<file path="config.mk">
export PLATFORM = sky130hd
export DESIGN_NAME = flash_command_sequencer
export DESIGN_NICKNAME = d
export VERILOG_FILES = /design/src/rtl/flsq_pkg.sv /design/src/rtl/flsq_erase_mark.sv /design/src/rtl/flsq_seq.sv /design/src/rtl/flash_command_sequencer.sv
export VERILOG_INCLUDE_DIRS = /design/src /design/src/rtl
export SDC_FILE = /design/constraint.sdc
export NUM_CORES = 1
export LEC_CHECK = 0
export ABC_CLOCK_PERIOD_IN_PS = 12400
export BUFFER_PORTS_ARGS = -buffer_cell sky130_fd_sc_hd__buf_2
export CORE_ASPECT_RATIO = 1.2
export CORE_MARGIN = 1
export CORE_UTILIZATION = 35
export CTS_BUF_LIST = sky130_fd_sc_hd__clkbuf_4
export DETAILED_ROUTE_END_ITERATION = 12
export SYNTH_ARGS = -nofsm -noshare
export SYNTH_HDL_FRONTEND = slang
export SYNTH_SLANG_ARGS = --single-unit
</file>
<file path="constraint.sdc">
create_clock -name clock -period 12.4 [get_ports clock]
set_clock_uncertainty 0.2 [all_clocks]
set_input_delay 0.62 -clock clock [delete_from_list [all_inputs] [get_ports clock]]
set_output_delay 0.62 -clock clock [all_outputs]
set_load 0.005 [all_outputs]
</file>
<file path="src/rtl/flash_command_sequencer_assert.svh">
// Assertion macros for the flash command sequencer.
`ifndef FLASH_COMMAND_SEQUENCER_ASSERT_SVH
`define FLASH_COMMAND_SEQUENCER_ASSERT_SVH

// Same-cycle implication, disabled during reset.
`define FLSQ_ASSERT_IMPLY(name, clk, rst, ante, cons, msg) \
   name: assert property (@(posedge clk) disable iff (rst) (ante) |-> (cons)) else $error(msg);

// Next-cycle implication, disabled during reset.
`define FLSQ_ASSERT_NEXT(name, clk, rst, ante, cons, msg) \
   name: assert property (@(posedge clk) disable iff (rst) (ante) |=> (cons)) else $error(msg);

`endif

</file>
<file path="src/rtl/flsq_pkg.sv">
`default_nettype none

package flsq_pkg;

   localparam int DIRTY_W = 35;
   // 8k granules in the longest erase range
   localparam int LANES = 8;

   typedef enum logic [1:0] {
      ACT_NONE  = 2'd0,
      ACT_PROG  = 2'd1,
      ACT_ERASE = 2'd2,
      ACT_READ  = 2'd3
   } action_type;

   localparam logic [1:0] CSR_MANUFACTURER_ID  = 2'd0;
   localparam logic [1:0] CSR_DEVICE_CODE      = 2'd1;
   localparam logic [1:0] CSR_BOOT_BLOCK_FIRST = 2'd2;
   localparam logic [1:0] CSR_DUAL_CHIP        = 2'd3;

   typedef struct packed {
      logic [7:0] manufacturer_id;
      logic [7:0] device_code;
      logic [4:0] boot_block_first;
      logic       dual_chip;
   } cfg_type;

   localparam cfg_type CFG_RESET = '{
      manufacturer_id:  8'h98,
      device_code:      8'h2F,
      boot_block_first: 5'd31,
      dual_chip:        1'b1
   };

   typedef struct packed {
      logic        func;
      logic [23:0] bus_addr;
      logic [7:0]  bus_data;
   } item_type;

   typedef struct packed {
      action_type         action;
      logic               chip_sel;
      logic [21:0]        target_addr;
      logic [7:0]         program_byte;
      logic [16:0]        erase_length;
      logic [5:0]         block_index;
      logic [7:0]         read_byte;
      logic               id_mode;
      logic               save_pending;
      logic [DIRTY_W-1:0] dirty_low_chip;
      logic [DIRTY_W-1:0] dirty_high_chip;
   } rsp_type;

   // Block number of a chip-local address; the boot 64k is split 32k/8k/8k/16k.
   function automatic logic [5:0] block_of(input logic [20:0] a, input logic [4:0] bbf);
      logic [5:0] n;
      n = {1'b0, a[20:16]};
      if (a[20:16] == bbf) begin
         if (a[15:0] < 16'h8000)      n = {1'b0, bbf};
         else if (a[15:0] < 16'hA000) n = {1'b0, bbf} + 6'd1;
         else if (a[15:0] < 16'hC000) n = {1'b0, bbf} + 6'd2;
         else                         n = {1'b0, bbf} + 6'd3;
      end
      return n;
   endfunction

   function automatic logic [20:0] block_start(input logic [5:0] n, input logic [4:0] bbf);
      logic [20:0] a;
      logic [5:0]  d;
      d = n - {1'b0, bbf};
      if (n >= {1'b0, bbf}) begin
         a = {bbf, 16'h0000};
         if (d >= 6'd1) a = a + 21'h008000;
         if (d >= 6'd2) a = a + 21'h002000;
         if (d >= 6'd3) a = a + 21'h002000;
      end else begin
         a = {n[4:0], 16'h0000};
      end
      return a;
   endfunction

   function automatic logic [16:0] block_len(input logic [5:0] n, input logic [4:0] bbf);
      logic [16:0] len;
      logic [5:0]  d;
      d   = n - {1'b0, bbf};
      len = 17'h10000;
      if (n >= {1'b0, bbf}) begin
         if (d == 6'd0)                    len = 17'h08000;
         else if (d == 6'd1 || d == 6'd2)  len = 17'h02000;
         else if (d == 6'd3)               len = 17'h04000;
      end
      return len;
   endfunction

endpackage

`default_nettype wire

</file>
<file path="src/rtl/flsq_erase_mark.sv">
`default_nettype none

module flsq_erase_mark
   import flsq_pkg::*;
#(
   parameter int BLOCKS_PER_CHIP = 35
) (
   input  wire logic [4:0]                 boot_block_first,
   input  wire logic [20:0]                erase_start,
   input  wire logic [16:0]                erase_len,
   output logic      [BLOCKS_PER_CHIP-1:0] erase_mask
);

   logic [3:0] granules;

   assign granules = erase_len[16:13];

   // One lane per 8k granule of the range; mark every block a granule touches, except block zero.
   always_comb begin
      logic [20:0] lane_addr;
      logic [5:0]  blk;
      erase_mask = '0;
      for (int k = 0; k < LANES; k++) begin
         lane_addr = erase_start + {8'(k), 13'h0000};
         blk       = block_of(lane_addr, boot_block_first);
         if (4'(k) < granules && blk != 6'd0) begin
            for (int i = 0; i < BLOCKS_PER_CHIP; i++) begin
               if (blk == 6'(i)) erase_mask[i] = 1'b1;
            end
         end
      end
   end

endmodule

`default_nettype wire

</file>
<file path="src/rtl/flsq_seq.sv">
`default_nettype none

module flsq_seq
   import flsq_pkg::*;
#(
   parameter int BLOCKS_PER_CHIP = 35
) (
   input  wire logic     clock,
   input  wire logic     reset,
   input  wire cfg_type  cfg,
   input  wire logic     step_en,
   input  wire item_type item,
   output rsp_type       result
);

   typedef enum logic [2:0] {
      STEP_1 = 3'd1,
      STEP_2 = 3'd2,
      STEP_3 = 3'd3,
      STEP_4 = 3'd4,
      STEP_5 = 3'd5,
      STEP_6 = 3'd6
   } step_type;

   typedef enum logic [1:0] {
      PEND_NONE  = 2'd0,
      PEND_INFO  = 2'd1,
      PEND_PROG  = 2'd2,
      PEND_ERASE = 2'd3
   } pend_type;

   localparam logic [15:0] ADDR_UNLOCK1   = 16'h5555;
   localparam logic [15:0] ADDR_UNLOCK2   = 16'h2AAA;
   localparam logic [7:0]  DATA_UNLOCK1   = 8'hAA;
   localparam logic [7:0]  DATA_UNLOCK2   = 8'h55;
   localparam logic [7:0]  OP_ERASE_SETUP = 8'h80;
   localparam logic [7:0]  OP_ID          = 8'h90;
   localparam logic [7:0]  OP_PROGRAM     = 8'hA0;
   localparam logic [7:0]  OP_RESET       = 8'hF0;
   localparam logic [7:0]  OP_CHIP_ERASE  = 8'h10;
   localparam logic [7:0]  OP_BLOCK_ERASE = 8'h30;
   localparam logic [7:0]  OP_BLOCK_ALT   = 8'h50;
   localparam logic [7:0]  ID_PROTECT     = 8'h00;
   localparam logic [7:0]  ID_EXTRA       = 8'h80;
   localparam logic [2:0]  WIN_LOW        = 3'b001;
   localparam logic [2:0]  WIN_HIGH       = 3'b100;

   step_type                   step_ff, step_in;
   pend_type                   pend_ff, pend_in;
   logic                       save_ff, save_in;
   logic [BLOCKS_PER_CHIP-1:0] dirty_lo_ff, dirty_lo_in;
   logic [BLOCKS_PER_CHIP-1:0] dirty_hi_ff, dirty_hi_in;

   logic [15:0]                a16;
   logic [7:0]                 data;
   logic                       chip;
   logic [5:0]                 blk;
   logic [20:0]                erase_start;
   logic [16:0]                erase_len;
   logic [BLOCKS_PER_CHIP-1:0] erase_mask;
   logic [BLOCKS_PER_CHIP-1:0] prog_mask;

   assign a16         = item.bus_addr[15:0];
   assign data        = item.bus_data;
   assign chip        = item.bus_addr[23];
   assign blk         = block_of(item.bus_addr[20:0], cfg.boot_block_first);
   assign erase_start = block_start(blk, cfg.boot_block_first);
   assign erase_len   = block_len(blk, cfg.boot_block_first);

   flsq_erase_mark #(
      .BLOCKS_PER_CHIP (BLOCKS_PER_CHIP)
   ) u_erase_mark (
      .boot_block_first (cfg.boot_block_first),
      .erase_start      (erase_start),
      .erase_len        (erase_len),
      .erase_mask       (erase_mask)
   );

   always_comb begin
      for (int i = 0; i < BLOCKS_PER_CHIP; i++) begin
         prog_mask[i] = (blk == 6'(i));
      end
   end

   always_comb begin
      logic [BLOCKS_PER_CHIP-1:0] set_mask;
      set_mask = '0;
      step_in  = step_ff;
      pend_in  = pend_ff;
      save_in  = save_ff;
      result   = '0;

      if (item.func) begin
         step_in       = STEP_1;
         pend_in       = PEND_INFO;
         result.action = ACT_READ;
         case (item.bus_addr[1:0])
            2'd0:    result.read_byte = cfg.manufacturer_id;
            2'd1:    result.read_byte = cfg.device_code;
            2'd2:    result.read_byte = ID_PROTECT;
            default: result.read_byte = ID_EXTRA;
         endcase
      end else if (!(chip && !cfg.dual_chip)) begin
         // upper window with no second chip: drop the beat untouched
         case (step_ff)
            STEP_1: begin
               if (a16 == ADDR_UNLOCK1 && data == DATA_UNLOCK1) begin
                  step_in = STEP_2;
               end else begin
                  if (data == OP_RESET) save_in = 1'b1;
                  step_in = STEP_1;
               end
               pend_in = PEND_NONE;
            end
            STEP_2: begin
               step_in = (a16 == ADDR_UNLOCK2 && data == DATA_UNLOCK2) ? STEP_3 : STEP_1;
               pend_in = PEND_NONE;
            end
            STEP_5: begin
               step_in = (a16 == ADDR_UNLOCK2 && data == DATA_UNLOCK2) ? STEP_6 : STEP_1;
               pend_in = PEND_NONE;
            end
            STEP_3: begin
               step_in = STEP_1;
               pend_in = PEND_NONE;
               if (a16 == ADDR_UNLOCK1) begin
                  if (data == OP_ERASE_SETUP) begin
                     step_in = STEP_4;
                  end else if (data == OP_RESET) begin
                     save_in = 1'b1;
                  end else if (data == OP_ID) begin
                     step_in = STEP_4;
                     pend_in = PEND_INFO;
                  end else if (data == OP_PROGRAM) begin
                     step_in = STEP_4;
                     pend_in = PEND_PROG;
                  end
               end
            end
            STEP_4: begin
               if (pend_ff == PEND_PROG) begin
                  if ((item.bus_addr[23:21] == WIN_LOW || item.bus_addr[23:21] == WIN_HIGH)
                      && blk != 6'd0) begin
                     set_mask            = prog_mask;
                     result.action       = ACT_PROG;
                     result.chip_sel     = chip;
                     result.target_addr  = {chip, item.bus_addr[20:0]};
                     result.program_byte = data;
                     result.block_index  = blk;
                  end
                  step_in = STEP_1;
                  save_in = 1'b1;
               end else begin
                  step_in = (a16 == ADDR_UNLOCK1 && data == DATA_UNLOCK1) ? STEP_5 : STEP_1;
               end
               pend_in = PEND_NONE;
            end
            STEP_6: begin
               step_in = STEP_1;
               if (a16 == ADDR_UNLOCK1 && data == OP_CHIP_ERASE) begin
                  pend_in = PEND_ERASE;
               end else if (data == OP_BLOCK_ERASE || data == OP_BLOCK_ALT) begin
                  pend_in = PEND_ERASE;
                  save_in = 1'b1;
                  if (blk != 6'd0) begin
                     set_mask            = erase_mask;
                     result.action       = ACT_ERASE;
                     result.chip_sel     = chip;
                     result.target_addr  = {chip, erase_start};
                     result.erase_length = erase_len;
                     result.block_index  = blk;
                  end
               end else begin
                  pend_in = PEND_NONE;
               end
            end
            default: begin
               step_in = STEP_1;
               pend_in = PEND_NONE;
            end
         endcase
      end

      dirty_lo_in = dirty_lo_ff | (chip ? '0 : set_mask);
      dirty_hi_in = dirty_hi_ff | (chip ? set_mask : '0);

      // status fields show the state after this beat
      result.id_mode         = (pend_in == PEND_INFO);
      result.save_pending    = save_in;
      result.dirty_low_chip  = DIRTY_W'(dirty_lo_in);
      result.dirty_high_chip = DIRTY_W'(dirty_hi_in);
   end

   always_ff @(posedge clock) begin
      if (reset) begin
         step_ff     <= STEP_1;
         pend_ff     <= PEND_NONE;
         save_ff     <= 1'b0;
         dirty_lo_ff <= '0;
         dirty_hi_ff <= '0;
      end else if (step_en) begin
         step_ff     <= step_in;
         pend_ff     <= pend_in;
         save_ff     <= save_in;
         dirty_lo_ff <= dirty_lo_in;
         dirty_hi_ff <= dirty_hi_in;
      end
   end

endmodule

`default_nettype wire

</file>
<file path="src/rtl/flash_command_sequencer.sv">
`default_nettype none

// Flash command sequencer: takes one bus access per beat on the req_ side and
// returns exactly one result beat on the rsp_ side for it, in order. Write
// accesses (tuser 0) walk the unlock sequence 5555/AA, 2AAA/55, command at
// 5555, and turn byte-program and block-erase commands into program or erase
// requests for an external array, with the block number, flat address (chip
// one offset by 0x200000) and erase length; ID reads (tuser 1) return maker,
// device, protect or extra (0x80) bytes. Every result also carries the ID-mode
// flag, the sticky save-pending flag and the per-block dirty bits of both chips
// as they stand after that access. Throughput is one beat per clock unless the
// result side stalls; the input register holds each request and the result
// register the combinational sequencer update for it. The input register doubles
// as a skid stage, so one request is still taken while a result waits. The
// user must write the configuration registers through csr_ only while no beat
// is in flight; the block does not enforce this. Out of reset they hold maker
// 0x98, device 0x2F, boot area at block 31 and a second chip present.

module flash_command_sequencer
   import flsq_pkg::*;
#(
   parameter int BLOCKS_PER_CHIP = 35
) (
   input  wire logic         clock,
   input  wire logic         reset,

   input  wire logic         req_tvalid,
   output logic              req_tready,
   input  wire logic [31:0]  req_tdata,   // bus_addr[23:0], bus_data[31:24]
   input  wire logic [0:0]   req_tuser,   // func[0]

   output logic              rsp_tvalid,
   input  wire logic         rsp_tready,
   output logic      [135:0] rsp_tdata,   // chip_sel[0], target_addr[22:1],
                                          // program_byte[30:23], erase_length[47:31],
                                          // block_index[53:48], read_byte[61:54],
                                          // id_mode[62], save_pending[63],
                                          // dirty_low_chip[98:64],
                                          // dirty_high_chip[133:99], zero pad
   output logic      [1:0]   rsp_tuser,   // action[1:0]

   input  wire logic         csr_we,
   input  wire logic [1:0]   csr_index,
   input  wire logic [7:0]   csr_wdata
);

`include "flash_command_sequencer_assert.svh"

   cfg_type  cfg_ff, cfg_in;

   logic     in_valid_ff, in_valid_in;
   item_type in_item_ff, in_item_in;
   logic     out_valid_ff, out_valid_in;
   rsp_type  rsp_ff, rsp_in;

   logic     req_fire;
   logic     advance;
   logic     step_en;
   rsp_type  seq_result;

   // Configuration: plain register writes, no read-back.
   always_comb begin
      cfg_in = cfg_ff;
      if (csr_we) begin
         case (csr_index)
            CSR_MANUFACTURER_ID:  cfg_in.manufacturer_id  = csr_wdata;
            CSR_DEVICE_CODE:      cfg_in.device_code      = csr_wdata;
            CSR_BOOT_BLOCK_FIRST: cfg_in.boot_block_first = csr_wdata[4:0];
            CSR_DUAL_CHIP:        cfg_in.dual_chip        = csr_wdata[0];
            default:              cfg_in = cfg_ff;
         endcase
      end
   end

   // The result register drains when empty or taken; the input register
   // advances into it whenever it drains, and takes a new beat when free.
   assign advance    = !out_valid_ff || rsp_tready;
   assign req_tready = !in_valid_ff || advance;
   assign req_fire   = req_tvalid && req_tready;
   assign step_en    = in_valid_ff && advance;

   assign in_valid_in  = req_fire || (in_valid_ff && !advance);
   assign in_item_in   = req_fire ? item_type'{func:     req_tuser[0],
                                               bus_addr: req_tdata[23:0],
                                               bus_data: req_tdata[31:24]}
                                  : in_item_ff;
   assign out_valid_in = step_en || (out_valid_ff && !rsp_tready);
   assign rsp_in       = step_en ? seq_result : rsp_ff;

   flsq_seq #(
      .BLOCKS_PER_CHIP (BLOCKS_PER_CHIP)
   ) u_seq (
      .clock   (clock),
      .reset   (reset),
      .cfg     (cfg_ff),
      .step_en (step_en),
      .item    (in_item_ff),
      .result  (seq_result)
   );

   always_ff @(posedge clock) begin
      if (reset) begin
         cfg_ff       <= CFG_RESET;
         in_valid_ff  <= 1'b0;
         out_valid_ff <= 1'b0;
      end else begin
         cfg_ff       <= cfg_in;
         in_valid_ff  <= in_valid_in;
         out_valid_ff <= out_valid_in;
      end
      in_item_ff <= in_item_in;
      rsp_ff     <= rsp_in;
   end

   assign rsp_tvalid = out_valid_ff;
   assign rsp_tuser  = rsp_ff.action;
   assign rsp_tdata  = {2'b00,
                        rsp_ff.dirty_high_chip,
                        rsp_ff.dirty_low_chip,
                        rsp_ff.save_pending,
                        rsp_ff.id_mode,
                        rsp_ff.read_byte,
                        rsp_ff.block_index,
                        rsp_ff.erase_length,
                        rsp_ff.program_byte,
                        rsp_ff.target_addr,
                        rsp_ff.chip_sel};

   // A held request must not be lost while the result side stalls.
   `FLSQ_ASSERT_NEXT(a_skid_holds, clock, reset, in_valid_ff && !advance, in_valid_ff, "held request dropped")

   // Any program or erase leaves the save-pending flag set.
   `FLSQ_ASSERT_IMPLY(a_save_on_change, clock, reset, out_valid_ff && (rsp_ff.action == ACT_PROG || rsp_ff.action == ACT_ERASE), rsp_ff.save_pending, "change without save pending")

   // An ID read always leaves the sequencer in ID mode.
   `FLSQ_ASSERT_IMPLY(a_read_id_mode, clock, reset, out_valid_ff && rsp_ff.action == ACT_READ, rsp_ff.id_mode, "ID read outside ID mode")

endmodule

`default_nettype wire

</file>
# ---- Word level (Yosys, flattened, before mapping)
# Index checks and enable logic that the tools add are counted.
dict set report classes {
  n_lt_le_gt_ge 39
  n_reduce_logical 59
  mux 393
  addsub 14
  bitwise 9
  eq_ne 345
}
# cell n
set ops {}
lappend ops {{$eq A6 B5 Y1 const B} 144}
lappend ops {{$mux W35} 17}
lappend ops {{$eq A6 B4 Y1 const B} 72}
lappend ops {{$lt A16 B16 Y1 const B} 27}
lappend ops {{$mux W1} 289}
lappend ops {{$mux W6} 38}
lappend ops {{$eq A6 B3 Y1 const B} 36}
lappend ops {{$eq A6 B6 Y1 const B} 27}
lappend ops {{$mux W21} 6}
lappend ops {{$eq A6 B2 Y1 const B} 20}
lappend ops {{$add A21 B16 Y21 const B} 5}
lappend ops {{$mux W17} 5}
lappend ops {{$mux W25} 3}
lappend ops {{$or A35 B35 Y35} 2}
lappend ops {{$pmux W35 S2} 1}
lappend ops {{$mux W23} 3}
lappend ops {{$add A21 B14 Y21 const B} 3}
lappend ops {{$eq A6 B1 Y1 const B} 10}
lappend ops {{$logic_not A6 Y1} 10}
lappend ops {{$mux W56} 1}
lappend ops {{$reduce_bool A6 Y1} 9}
lappend ops {{$pmux W25 S2} 1}
lappend ops {{$eq A5 B5 Y1} 9}
lappend ops {{$add A21 B15 Y21 const B} 2}
lappend ops {{other kinds (41)} 119}
dict set report totals {
  ff_bits 269
  output_inout_bits 140
  input_bits 48
}

# ---- Longest topological paths before layout
# Gate-level depths: netlist (run 1).
dict set report logic_depth {
  word_depth 45
  mapped_depth 37
}

# ---- By module
# Synthesis (run 1) repeated with hierarchy kept, for this count alone.
dict set report hier_totals {
  hier_cells 2374
  hier_area_um2 21197.8
}
# module cells_per_inst instances area_each_um2 seq_area_each_um2
set by_module_without_submodules {}
lappend by_module_without_submodules {flsq_erase_mark 1201 1 8212.9 0.0}
lappend by_module_without_submodules {flsq_seq 901 1 6891.6 1521.5}
lappend by_module_without_submodules {flash_command_sequencer 272 1 6093.3 5555.3}

# ---- Worst setup path before layout (run 1)
# OpenSTA, ideal clock, no wires.
dict set report synth_path {
  kind {flip-flop to flip-flop}
  startpoint {reg cfg_ff[2] in the netlist's numbering}
  endpoint {reg rsp_ff, in the netlist rsp_tdata[108] (data pin)}
  slack_ns 3.697
  synth_period_minus_slack_ns 8.703
  t_required_ns 11.945
  stages_incl_launch_ff 35
  arrival_time_ns 8.248
  setup_time_ns 0.255
  cell_sequence {dfxtp_1 -> buf_2 -> inv_1 -> clkbuf_1 -> ha_1 -> buf_1 -> and2_1 -> a2111oi_0 -> or2_1 -> o21ai_0 -> inv_1 -> ha_1 -> clkbuf_1 -> or3_1 -> a221oi_1 -> o21ai_0 -> nor2_1 -> clkbuf_1 -> o21ai_0 -> ha_1 -> clkbuf_1 -> o21ai_1 -> ha_1 -> clkbuf_1 -> clkinv_1 -> a21oi_1 -> or3_1 -> xnor2_1 -> o22a_1 -> o211ai_1 -> o22ai_1 -> and2_1 -> a2111oi_0 -> nand4_1 -> a31o_1}
}
# item line
set synth_lines {}
lappend synth_lines {{start: declaration} flash_command_sequencer.sv:49} ;# cfg_type cfg_ff, cfg_in;
lappend synth_lines {{start signal: assignment} flash_command_sequencer.sv:107} ;# cfg_ff <= cfg_in;
lappend synth_lines {{end signal: assignment} flash_command_sequencer.sv:112} ;# rsp_ff <= rsp_in;
lappend synth_lines {{end: declaration} flash_command_sequencer.sv:54} ;# rsp_type rsp_ff, rsp_in;

==> results of run 1 <==
area by class of cell:
cell class                 count  area share (%)
antenna                        2          0.0202
clock buffer                  95            2.88
clock inverter                28           0.738
inverter                      45           0.703
multi-input combinational   2048            51.5
sequential                   255            26.9
tap                          735            3.72
timing repair buffer         485            13.5
layout by cell type, fill, tap and decap left out, types with 29 or more instances in the layout:
master and instances:
a211oi_1 29, a21oi_1 149, a22oi_1 35, and3_1 46
buf_2 172, buf_4 268, clkbuf_4 95, dfxtp_1 99
dlygate4sd3_1 43, edfxtp_1 155, inv_1 37, mux2i_1 74
nand2_1 293, nand3_1 102, nand4_1 32, nor2_1 241
nor3_1 100, nor4_1 53, o211ai_1 34, o21ai_0 123
o22ai_1 44, xnor2_1 59
routing by layer:
metal | up-vias | wire length, um
met3 | 400 | 10100
met5 | - | 0
met1 | 11842 | 46600
met2 | 1553 | 55000
met4 | 0 | 9850
li1 | 10475 | -
worst min-delay path, cell delays in order:
cell     delay, ns
buf_2         0.12
nand3_1       0.10
mux2i_1       0.08
nand2_1       0.06
cell families (layout without fill, tap and decap cells):
family          Yosys count  count (layout)  synth area share [%]
compound gates          792             792                  27.4
other cells               1              17                0.0185
flops                   255             255                  32.8
xor+xnor                 67              67                  2.92
mux                     102             102                  5.31
simple gates           1052            1052                  25.4
fa+ha+maj                20              20                  1.27
buf+inv                 234             653                  4.95
power groups by stage:
stage / combinational [mW] / sequential, mW / clock, mW
after floorplan: 0.592 / 0.961 / 0
after global placement: 1.24 / 0.966 / 0
after detailed placement: 1.23 / 0.967 / 0
after CTS: 1.24 / 0.949 / 0.790
after global routing: 1.32 / 0.951 / 0.828
final: 1.29 / 0.949 / 0.776
through the flow:
step	power, mW	utilization [%]	instance area (sq um)
floorplan	1.55	-	20400
global placement	2.20	40.9	23400
detailed placement	2.19	40.9	23400
CTS	2.98	43.2	24700
global route	3.10	43.2	24700
finish	3.02	43.2	24700
flip-flops by register name (all words and copies together), names as in the netlist:
name,cells
cfg_ff,22
in_item_ff,33
in_valid_ff,1
rsp_tdata,120
rsp_tuser,2
rsp_tvalid,1
u_seq.dirty_hi_ff,35
u_seq.dirty_lo_ff,35
u_seq.pend_ff,2
u_seq.save_ff,1
u_seq.step_ff,3
worst min-delay path by stage:
stage | startpoint | end | slack, ns | cells past startpoint
after floorplan | u_seq.dirty_hi_ff[12]$_SDFFE_PP0P_ | u_seq.dirty_hi_ff[12]$_SDFFE_PP0P_ | 0.23 | 2
after global placement | u_seq.dirty_hi_ff[0]$_SDFFE_PP0P_ | rsp_tdata[99]$_DFFE_PP_ | 0.21 | 0
after detailed placement | u_seq.dirty_lo_ff[0]$_SDFFE_PP0P_ | rsp_tdata[64]$_DFFE_PP_ | 0.21 | 0
after CTS | csr_index[1] | cfg_ff[0]$_SDFFE_PP1P_ | 0.06 | 4
after global routing | csr_index[1] | cfg_ff[0]$_SDFFE_PP1P_ | 0.12 | 4
final | csr_index[1] | cfg_ff[0]$_SDFFE_PP1P_ | 0.11 | 4
==> metrics.csv, run 1 <==
metric,value,unit
status,completed,
clk root buf,clkbuf_4,
clock sink total,255,
Slew headroom,16.5,%
M2 GR Usage,64.1,%
Worst R2R Path Depth,30,
Post-synth top cells,"nand2_1, nor2_1, edfxtp_1, a21oi_1, clkbuf_1",
area of the multi-input gates,12700,sq um
Post-CTS Hold Fix Bufs,43,
maxcap violations,0,
RSZ-0062 raised after global routing,no,
Initial Utilization,35.5,%
Final Hold Vio Count,0,
Fill cells,5901,
max-slew violation count,0,
Rows,96,
met1 GRT Util,49.0,%
Max stage delay on crit path,1.05,ns
Vias per Instance,6.57,
logic gate share of total power,42.8,%
top-count cell post-synth,nand2_1,
Yosys top cell by area,edfxtp_1,
Max clock buf depth,3,
crit path kind,flop to flop,
share of cells above drive strength 1,21.7,%
cell family contributing the most delay on the critical path,compound AO/OA/AOI/OAI gates,
DRC Markers,0,
Switching Fraction,42.2,%
end point of the critical path,rsp_tdata[80]$_DFFE_PP_,
Final Hold Slack,0.108,ns
placed insts,3525,
Post-synth ARST share,0,%
RR Startpoint,cfg_ff[2]$_SDFFE_PP1P_,
worst slew pin tran,1.24,ns
"EDFF count, synth",155,
Fmax,93.3,MHz
final net count,2972,
Core ar.,57300,sq um
CTS tree,yes,
hpwl dp,97700,um
Critical Path AT,10.99,ns
Lkg Pwr,9.55,nW
"Warnings, synthesis",0,
Clk pwr share,25.7,%
grt ovf,0,
"Seq/Total Area, Yosys",32.8,%
Synth Instances,2523,
GP Congestion,1.09,
initial DRC count,2981,
Worst Setup Start Kind,flop,
Cell Int Power,1.74,mW
Sum Neg Setup Slack,0,ns
1st-pass router iterations,6,
largest net degree at the start of global routing,89,
WP depth,30,
ys flop type,edfxtp_1,
flop-to-flop setup slack,1.68,ns
H-tree levels,3,
endpoints failing setup,0,
WL final,122000,um
Layout Cells excl Fill,3693,
Worst EP required,12.67,ns
Die H,266,um
vias,24270,
first-pass GRT wire length,169000,um
initial antenna violation count,1,
Buffers & Inverters on Critical Path,5,
worst-path fanout max,16,
postcts setup bufs,0,
cts repair resizes,0,
Tcrit/Tclk final,86.4,%
final worst slack,1.68,ns
Worst-path clk slew,0.08,ns
post-synth top area share,22.9,%
vias in the first global route,22885,
critical path endpoint category,flop,
count of cell types in the netlist,103,
"Most Used Layer, Global Route",met2,
synthesized area,20300,sq um
top post-synthesis cells by area,"edfxtp_1, dfxtp_1, nand2_1",
VDD IR max,75.1,uV
Num CTS Buffers,69,
ANT nets after route,0,
I/O pin cnt,188,
IO buf count,172,
global-route usage over all layers,40.0,%
clk_lat worst skew,0.77,ns
sequential share of power,31.5,%
"flops & latches, synth",255,
area delta synth->final,21.7,%
worst setup path startpoint,cfg_ff[2]$_SDFFE_PP1P_,
worst reg2reg endpoint,rsp_tdata[80]$_DFFE_PP_,
Storage cell area,6660,sq um
"Slowest-stage cell, CP",o31ai_1,
met3 GRT Util,6.68,%
switching pwr,1.27,mW
Avg WL per Cell,32.9,um
Die ar.,59000,sq um
fin crit period,10.72,ns
syn avg cell area,8.06,sq um
power density cells,122,nW/um^2
Hold/Removal Path Class,input pin to flop,
Placement Setup Slack,2.19,ns
Die W,222,um
Note: power is estimated with default switching activity, not from simulation.
==> run 2: changes to the inputs <==
--- a/config.mk
+++ b/config.mk
@@ -8,11 +8,14 @@
 export LEC_CHECK = 0
 export ABC_CLOCK_PERIOD_IN_PS = 12400
 export BUFFER_PORTS_ARGS = -buffer_cell sky130_fd_sc_hd__buf_2
+export CELL_PAD_IN_SITES_DETAIL_PLACEMENT = 1
+export CELL_PAD_IN_SITES_GLOBAL_PLACEMENT = 1
 export CORE_ASPECT_RATIO = 1.2
 export CORE_MARGIN = 1
 export CORE_UTILIZATION = 35
 export CTS_BUF_LIST = sky130_fd_sc_hd__clkbuf_4
 export DETAILED_ROUTE_END_ITERATION = 12
+export PLACE_DENSITY_LB_ADDON = 0.1
 export SYNTH_ARGS = -nofsm -noshare
 export SYNTH_HDL_FRONTEND = slang
 export SYNTH_SLANG_ARGS = --single-unit
==> run 2 against run 1 <==
Effect of this change:
- cell count down 5.1%
- routed wire length is 1.9% lower
- sequential power barely moved
- sequential share of layout area grew 1.6 points
- highest routed layer is now met5
==> metrics.csv, run 2 (synthesized netlist as in run 1, its figures left out) <==
metric,value,unit
initial DRC count,2495,
critical path endpoint category,flop,
vias,23546,
hold endpoint,cfg_ff[0]$_SDFFE_PP1P_,
Die H,266,um
"commonest non-fill, non-tap cells in the layout","nand2_1, nor2_1, buf_2",
RSZ-0062 raised after global routing,no,
maxcap violations,0,
Vias per Instance,6.72,
status,completed,
Lkg Pwr,8.65,nW
placed insts,3339,
Worst EP required,12.66,ns
global-route usage over all layers,39.3,%
flop-to-flop setup slack,0.76,ns
RR Startpoint,cfg_ff[2]$_SDFFE_PP1P_,
Max stage delay on crit path,0.83,ns
Worst-path clk slew,0.08,ns
IO buf count,172,
Rows,96,
area delta synth->final,14.7,%
Core ar.,57300,sq um
Sum Neg Setup Slack,0,ns
Fill cells,6957,
CTS tree,yes,
final net count,2787,
Layout Cells excl Fill,3506,
fin crit period,11.64,ns
Min-Delay Path Depth,4,
Initial Utilization,35.5,%
met3 GRT Util,6.33,%
Avg WL per Cell,34.0,um
H-tree levels,3,
worst-path fanout max,26,
Tcrit/Tclk final,93.9,%
clk root buf,clkbuf_4,
Slew headroom,7.93,%
worst reg2reg endpoint,rsp_tdata[81]$_DFFE_PP_,
Largest register FFs,120,
Final Hold Vio Count,0,
hpwl dp,94200,um
first-pass GRT wire length,168000,um
Fmax,85.9,MHz
VDD IR max,74.9,uV
cell family contributing the most delay on the critical path,compound AO/OA/AOI/OAI gates,
endpoints failing setup,0,
Max clock buf depth,3,
I/O pin cnt,188,
Buffers & Inverters on Critical Path,4,
DRC Markers,0,
"most common cell after layout, fill and taps aside",nand2_1,
Worst Setup Start Kind,flop,
met1 GRT Util,47.9,%
largest net degree at the start of global routing,84,
GP Congestion,1.10,
hold path startpoint,csr_index[1],
"Most Used Layer, Global Route",met2,
area of the multi-input gates,12700,sq um
Storage cell area,6660,sq um
Die W,222,um
share of cells above drive strength 1,16.5,%
crit path kind,flop to flop,
clock sink total,255,
"Slowest-stage cell, CP",or2_1,
Critical Path AT,11.91,ns
vias in the first global route,23232,
M2 GR Usage,63.0,%
Num CTS Buffers,69,
Worst R2R Path Depth,26,
worst slew pin tran,1.37,ns
Hold/Removal Path Class,input pin to flop,
WL final,119000,um
power density cells,122,nW/um^2
Die ar.,59000,sq um
max-slew violation count,0,
1st-pass router iterations,6,
clk_lat worst skew,0.80,ns
ANT nets after route,0,
initial antenna violation count,3,
grt ovf,0,
-- run 2: changes by cell type in the layout (fill, tap and decap cells not counted), sizes merged --
cell         change
bufinv           -1
dlygate4sd3      +1
clkinv           -8
buf            -186
clkbuf           +7
-- run 2: worst max-delay path by stage --
stage                                 from                       end  slack (ns)  cells after the start
floorplan           cfg_ff[2]$_SDFFE_PP1P_  rsp_tdata[108]$_DFFE_PP_        3.70                     34
CTS                 cfg_ff[2]$_SDFFE_PP1P_   rsp_tdata[67]$_DFFE_PP_        1.04                     26
global route        cfg_ff[2]$_SDFFE_PP1P_   rsp_tdata[67]$_DFFE_PP_        0.32                     26
finish              cfg_ff[2]$_SDFFE_PP1P_   rsp_tdata[81]$_DFFE_PP_        0.76                     26
global placement    cfg_ff[2]$_SDFFE_PP1P_  rsp_tdata[124]$_DFFE_PP_        1.02                     26
detailed placement  cfg_ff[2]$_SDFFE_PP1P_  rsp_tdata[125]$_DFFE_PP_        1.05                     26
-- run 2: cell type report --
type,count,area share [%]
multi-input cells,2048,54.6
flip-flops and latches,255,28.6
repair buffers,300,8.28
well taps,735,3.94
clock buffers,102,3.28
inverters,45,0.746
clock inverters,19,0.553
diodes,2,0.0215
-- run 2: what timing repair did --
action / in CTS / in global routing
hold endpoints to repair: 54 / 0
resized for setup: 0 / 0
hold buffers: 44 / 0
buffers inserted: 0 / 0
-- run 2: stage by stage --
step / setup slack (ns) / cell area, sq um / hold WS (ns) / util, % / power, mW
after global routing: 0.320 / 23300 / 0.0656 / 40.7 / 2.92
after global placement: 1.02 / 22000 / 0.210 / 38.3 / 2.01
final: 0.755 / 23300 / 0.0683 / 40.7 / 2.85
after detailed placement: 1.05 / 22000 / 0.211 / 38.4 / 2.01
after CTS: 1.04 / 23300 / 0.0135 / 40.7 / 2.81
after floorplan: 3.70 / 20400 / 0.226 / - / 1.55
-- run 2: worst min-delay path: stages --
cell	delay [ns]
buf_2	0.12
nand3_1	0.09
mux2i_1	0.08
nand2_1	0.07
-- run 2: where the power goes --
group | internal [mW] | total [mW] | leakage [nW] | switching [mW]
Clock | 0.402 | 0.782 | 0.527 | 0.380
Sequential | 0.928 | 0.949 | 2.22 | 0.0207
Combinational | 0.297 | 1.11 | 5.91 | 0.818
Total | 1.63 | 2.85 | 8.65 | 1.22
-- run 2: per-layer routing --
layer / part of all wire [%] / routed length (um)
met5: 0.011 / 13
met4: 8.2 / 9820
met3: 7.0 / 8350
met2: 45 / 54000
met1: 39 / 47100
